$ cat config.mk
export PLATFORM = sky130hd
export DESIGN_NAME = fca_front
export DESIGN_NICKNAME = d
export VERILOG_FILES = /design/src/hdl/fca_pkg.sv /design/src/hdl/fca_front.sv
export SDC_FILE = /design/constraint.sdc
export NUM_CORES = 1
export LEC_CHECK = 0
export BUFFER_PORTS_ARGS = -buffer_cell sky130_fd_sc_hd__clkbuf_2
export CELL_PAD_IN_SITES_DETAIL_PLACEMENT = 1
export CELL_PAD_IN_SITES_GLOBAL_PLACEMENT = 1
export CORE_MARGIN = 1.5
export CORE_UTILIZATION = 44
export CTS_CLUSTER_SIZE = 14
export DETAILED_ROUTE_END_ITERATION = 7
export PLACE_DENSITY = 0.77
export RECOVER_POWER = 50
export SYNTH_ARGS = -nofsm -noshare
export SYNTH_HDL_FRONTEND = slang
export SYNTH_SLANG_ARGS = --single-unit
$ cat constraint.sdc
create_clock -name clk -period 7.66 [get_ports clk]
set_input_delay 0.383 -clock clk [delete_from_list [all_inputs] [get_ports clk]]
set_output_delay 0.383 -clock clk [all_outputs]
set_load 0.005 [all_outputs]
$ cat src/hdl/fca_pkg.sv
package fca_pkg;

  localparam int NUM_BLOCKS  = 512;
  localparam int BLOCK_BYTES = 32;
  localparam int DIR_ENTRIES = 128;

  localparam logic [1:0] REQ_INSERT = 2'd0;
  localparam logic [1:0] REQ_REMOVE = 2'd1;
  localparam logic [1:0] REQ_LOOKUP = 2'd2;

  localparam logic [2:0] ST_OK        = 3'd0;
  localparam logic [2:0] ST_NOT_FOUND = 3'd1;
  localparam logic [2:0] ST_NO_SPACE  = 3'd2;
  localparam logic [2:0] ST_DIR_FULL  = 3'd3;
  localparam logic [2:0] ST_BEYOND    = 3'd4;
  localparam logic [2:0] ST_EMPTY     = 3'd5;

  typedef struct packed {
    logic [1:0]  req_type;
    logic [31:0] file_key;
    logic [14:0] byte_length;
    logic [8:0]  block_index;
  } fca_req_t;

  typedef struct packed {
    logic [2:0] status;
    logic [8:0] block_number;
    logic [9:0] block_count;
    logic [9:0] free_blocks;
  } fca_rsp_t;

endpackage

$ cat src/hdl/fca_front.sv
module fca_front import fca_pkg::*; (
  input  logic     clk,
  input  logic     rst,
  input  fca_req_t req,
  input  logic     push,
  output logic     full,
  output fca_req_t q_req,
  output logic [14:0] q_need,
  output logic     q_valid,
  input  logic     q_take
);

  // Two-entry queue; blocks needed computed on entry.
  fca_req_t    req_buf [2];
  logic [14:0] need_buf [2];
  logic        wr_ptr, rd_ptr;
  logic [1:0]  count;
  logic [15:0] len_sum;
  logic [14:0] need;

  // Round up to whole blocks; the block size is a power of two.
  assign len_sum = {1'b0, req.byte_length} + 16'(BLOCK_BYTES - 1);
  assign need    = 15'(len_sum >> $clog2(BLOCK_BYTES));
  assign full    = count == 2'd2;
  assign q_valid = count != 2'd0;
  assign q_req   = req_buf[rd_ptr];
  assign q_need  = need_buf[rd_ptr];

  always_ff @(posedge clk) begin
    if (rst) begin
      wr_ptr <= 1'b0;
      rd_ptr <= 1'b0;
      count  <= 2'd0;
    end else begin
      if (push && !full) begin
        req_buf[wr_ptr]  <= req;
        need_buf[wr_ptr] <= need;
        wr_ptr <= !wr_ptr;
      end
      if (q_take && q_valid) begin
        rd_ptr <= !rd_ptr;
      end
      count <= count + 2'(push && !full) - 2'(q_take && q_valid);
    end
  end

endmodule

==> reports/qor.csv <==
metric,value,unit
outcome,finished clean,
finalNonFillerCells,574,
ios,137,
wl_per_cell,17.5,µm
wl_met3,532,µm
drtPass1Iterations,4,
layout-drive-gt1-share,36.8,%
grt_pass1_vias,3147,
synth_seq_cells,143,
dieArea,13000,µm²
r2r_start,count[1],
areaGrowthSynthToFinish,23.0,%
critPathLaunchType,flip-flop,
crit_type,reg2out,
grt_max_degree,70,
antenna_found_initial,0,
synthCells,270,
worstReg2RegEnd,req_buf[0][28],
clock_latency,0.41,ns
cts_hold_buf,0,
grt_pass1_wl,16000,µm
crit_required,7.28,ns
min_path_type,in2reg,
cts-resized-gates,0,
drt_iter0_markers,153,
synth_most_common_cell,edfxtp_1,
m1WireLength,4100,µm
gp_congestion,0.678,
post_cts_buffers,0,
top_layer,met4,
gr-total-overflow,0,
cts_tree,done,
setup_viol,0,
antenna_cells,0,
total_power,2.08,mW
crit_path_max_fanout,69,
cts_made_buffers,17,
cts_buffer_depth,2,
grt_use_total,16.7,%
routed_wl,10000,µm
max_freq,425,MHz
vdd_drop_max,0.159,mV
finClkSkew,0.00475,ns
yosys-top-cells-area,"edfxtp_1 77%, mux2_2 11%, mux2_1 3.3%",
finalMaxSlewViolations,0,
power.density,312,nW/µm²
reg2regPathDepth,4,
maxCapViolCount,0,
grt_setup_unrepaired,false,
dr_wl_met2,5220,µm
clk_pin_slew,0.05,ns
leakagePower,2.35,nW
initial_utilization,45.0,%
antenna_left,0,
final.setup.tns,0,ns
synth-edff-count,138,
die_h,114,µm
syn_area,5400,µm²
yosysTopAreaCell,edfxtp_1,
hold_slack,0.160,ns
synth_commonest_cells,"138 x edfxtp_1, 53 x mux2_2, 16 x mux2_1",
coreArea,12000,µm²
vias_per_cell,4.98,
ys_types,30,
seq_area_frac_synth,78.5,%
die_w,114,µm
ys_warn_count,0,
fin_crit_sh,30.7,%
placementRows,40,
drc,0,
period_needed,2.35,ns
worst_pin_slew,1.23,ns
clock-root-buffer,clkbuf_16,
worstHoldStart,req[24],
hpwl,6490,µm
arrival,1.97,ns
dp_cells,543,
synth_top_area_share,76.7,%
final_nets,479,
ys.flop_type,edfxtp_1,
io_buffers,132,
synth_area_per_cell,20.0,µm²
r2r_slack,5.41,ns
hold_violations,0,
hold-path-endpoint,req_buf[0][24],
vias,2861,
cp-end-kind,output pin,
hold_depth,1,
numClockSinks,143,
slew_headroom,18.0,%
h-tree-depth,4,
synthArstFlopShare,0,%
[final cells by class]
class	instances	area, µm²
clock inverter	13	80.1
fill	1163	5360
sequential	143	4250
clock buffer	18	429
tap	147	184
inverter	2	7.51
multi-input combinational	115	1090
timing repair buffer	136	613
[state kept, by name, indices dropped and copies added (netlist names), named ones only]
name / count
need_buf: 22
rd_ptr: 1
req_buf: 116
wr_ptr: 1
count: 2
[critical path, stage by stage, from the launching register on]
cell	delay (ns)
dfxtp_4	0.96
mux2_2	0.43
clkbuf_2	0.11
[layout by cell type, fill, tap and decap left out]
cell       instances
edfxtp_1         138
clkbuf_2          76
clkbuf_1          59
mux2_2            53
clkbuf_16         17
mux2_1            16
xnor2_1            9
clkinv_1           8
nor2_1             6
xor2_1             4
conb_1             4
clkinv_2           4
dfxtp_1            4
and3_1             3
inv_1              2
nand4_1            2
nand2_1            2
nand3_1            2
nor3_1             2
ha_1               2
buf_4              2
or2_2              1
and2_0             1
o21ai_0            1
or4_1              1
o21a_1             1
and4_1             1
and3_2             1
and3_4             1
nor3b_1            1
nor2b_1            1
dfxtp_4            1
bufinv_16          1
[worst max-delay path by stage]
| stage | endpoint | startpoint | cells past startpoint | slack [ns] |
|---|---|---|---|---|
| final | q_req[32] | flip-flop | 2 | 5.31 |
| after global routing | q_req[32] | flip-flop | 2 | 5.19 |
| after CTS | q_req[38] | flip-flop | 2 | 5.26 |
| after detailed placement | need_buf[0][10] | req[13] | 5 | 5.60 |
| after global placement | need_buf[0][10] | req[13] | 5 | 5.66 |
| after floorplan | need_buf[1][0] | count[1] | 3 | 1.48 |
[through the flow]
| stage | util [%] | setup slack (ns) | cell area [µm²] |
|---|---|---|---|
| after floorplan | - | 1.48 | 5420 |
| after global placement | 51.9 | 5.66 | 6230 |
| after detailed placement | 51.9 | 5.60 | 6230 |
| after CTS | 56.1 | 5.26 | 6740 |
| after global routing | 55.3 | 5.19 | 6650 |
| final | 55.3 | 5.31 | 6650 |
[logic make-up (layout without fill, tap and decap cells)]
| family | after synthesis | in the layout | synth area share (%) |
|---|---|---|---|
| compound gates | 2 | 2 | 0.231 |
| simple gates | 25 | 25 | 2.71 |
| fa+ha+maj | 2 | 2 | 0.463 |
| mux | 69 | 69 | 14.4 |
| flops | 143 | 143 | 78.5 |
| xor+xnor | 13 | 13 | 2.11 |
| buf+inv | 15 | 169 | 1.51 |
| other cells | 1 | 4 | 0.0694 |
[where the power goes]
group          switching [mW]  internal, mW
combinational           0.151         0.198
sequential             0.0697         0.944
clock                   0.281         0.431
[routing by layer]
metal  up-vias  GRT usage, %
met1      1424          19.2
met4         0          8.17
met2        94          28.7
li1       1328             -
met3        15          4.78
met5         -             0
Note: power is estimated with default switching activity, not from simulation.
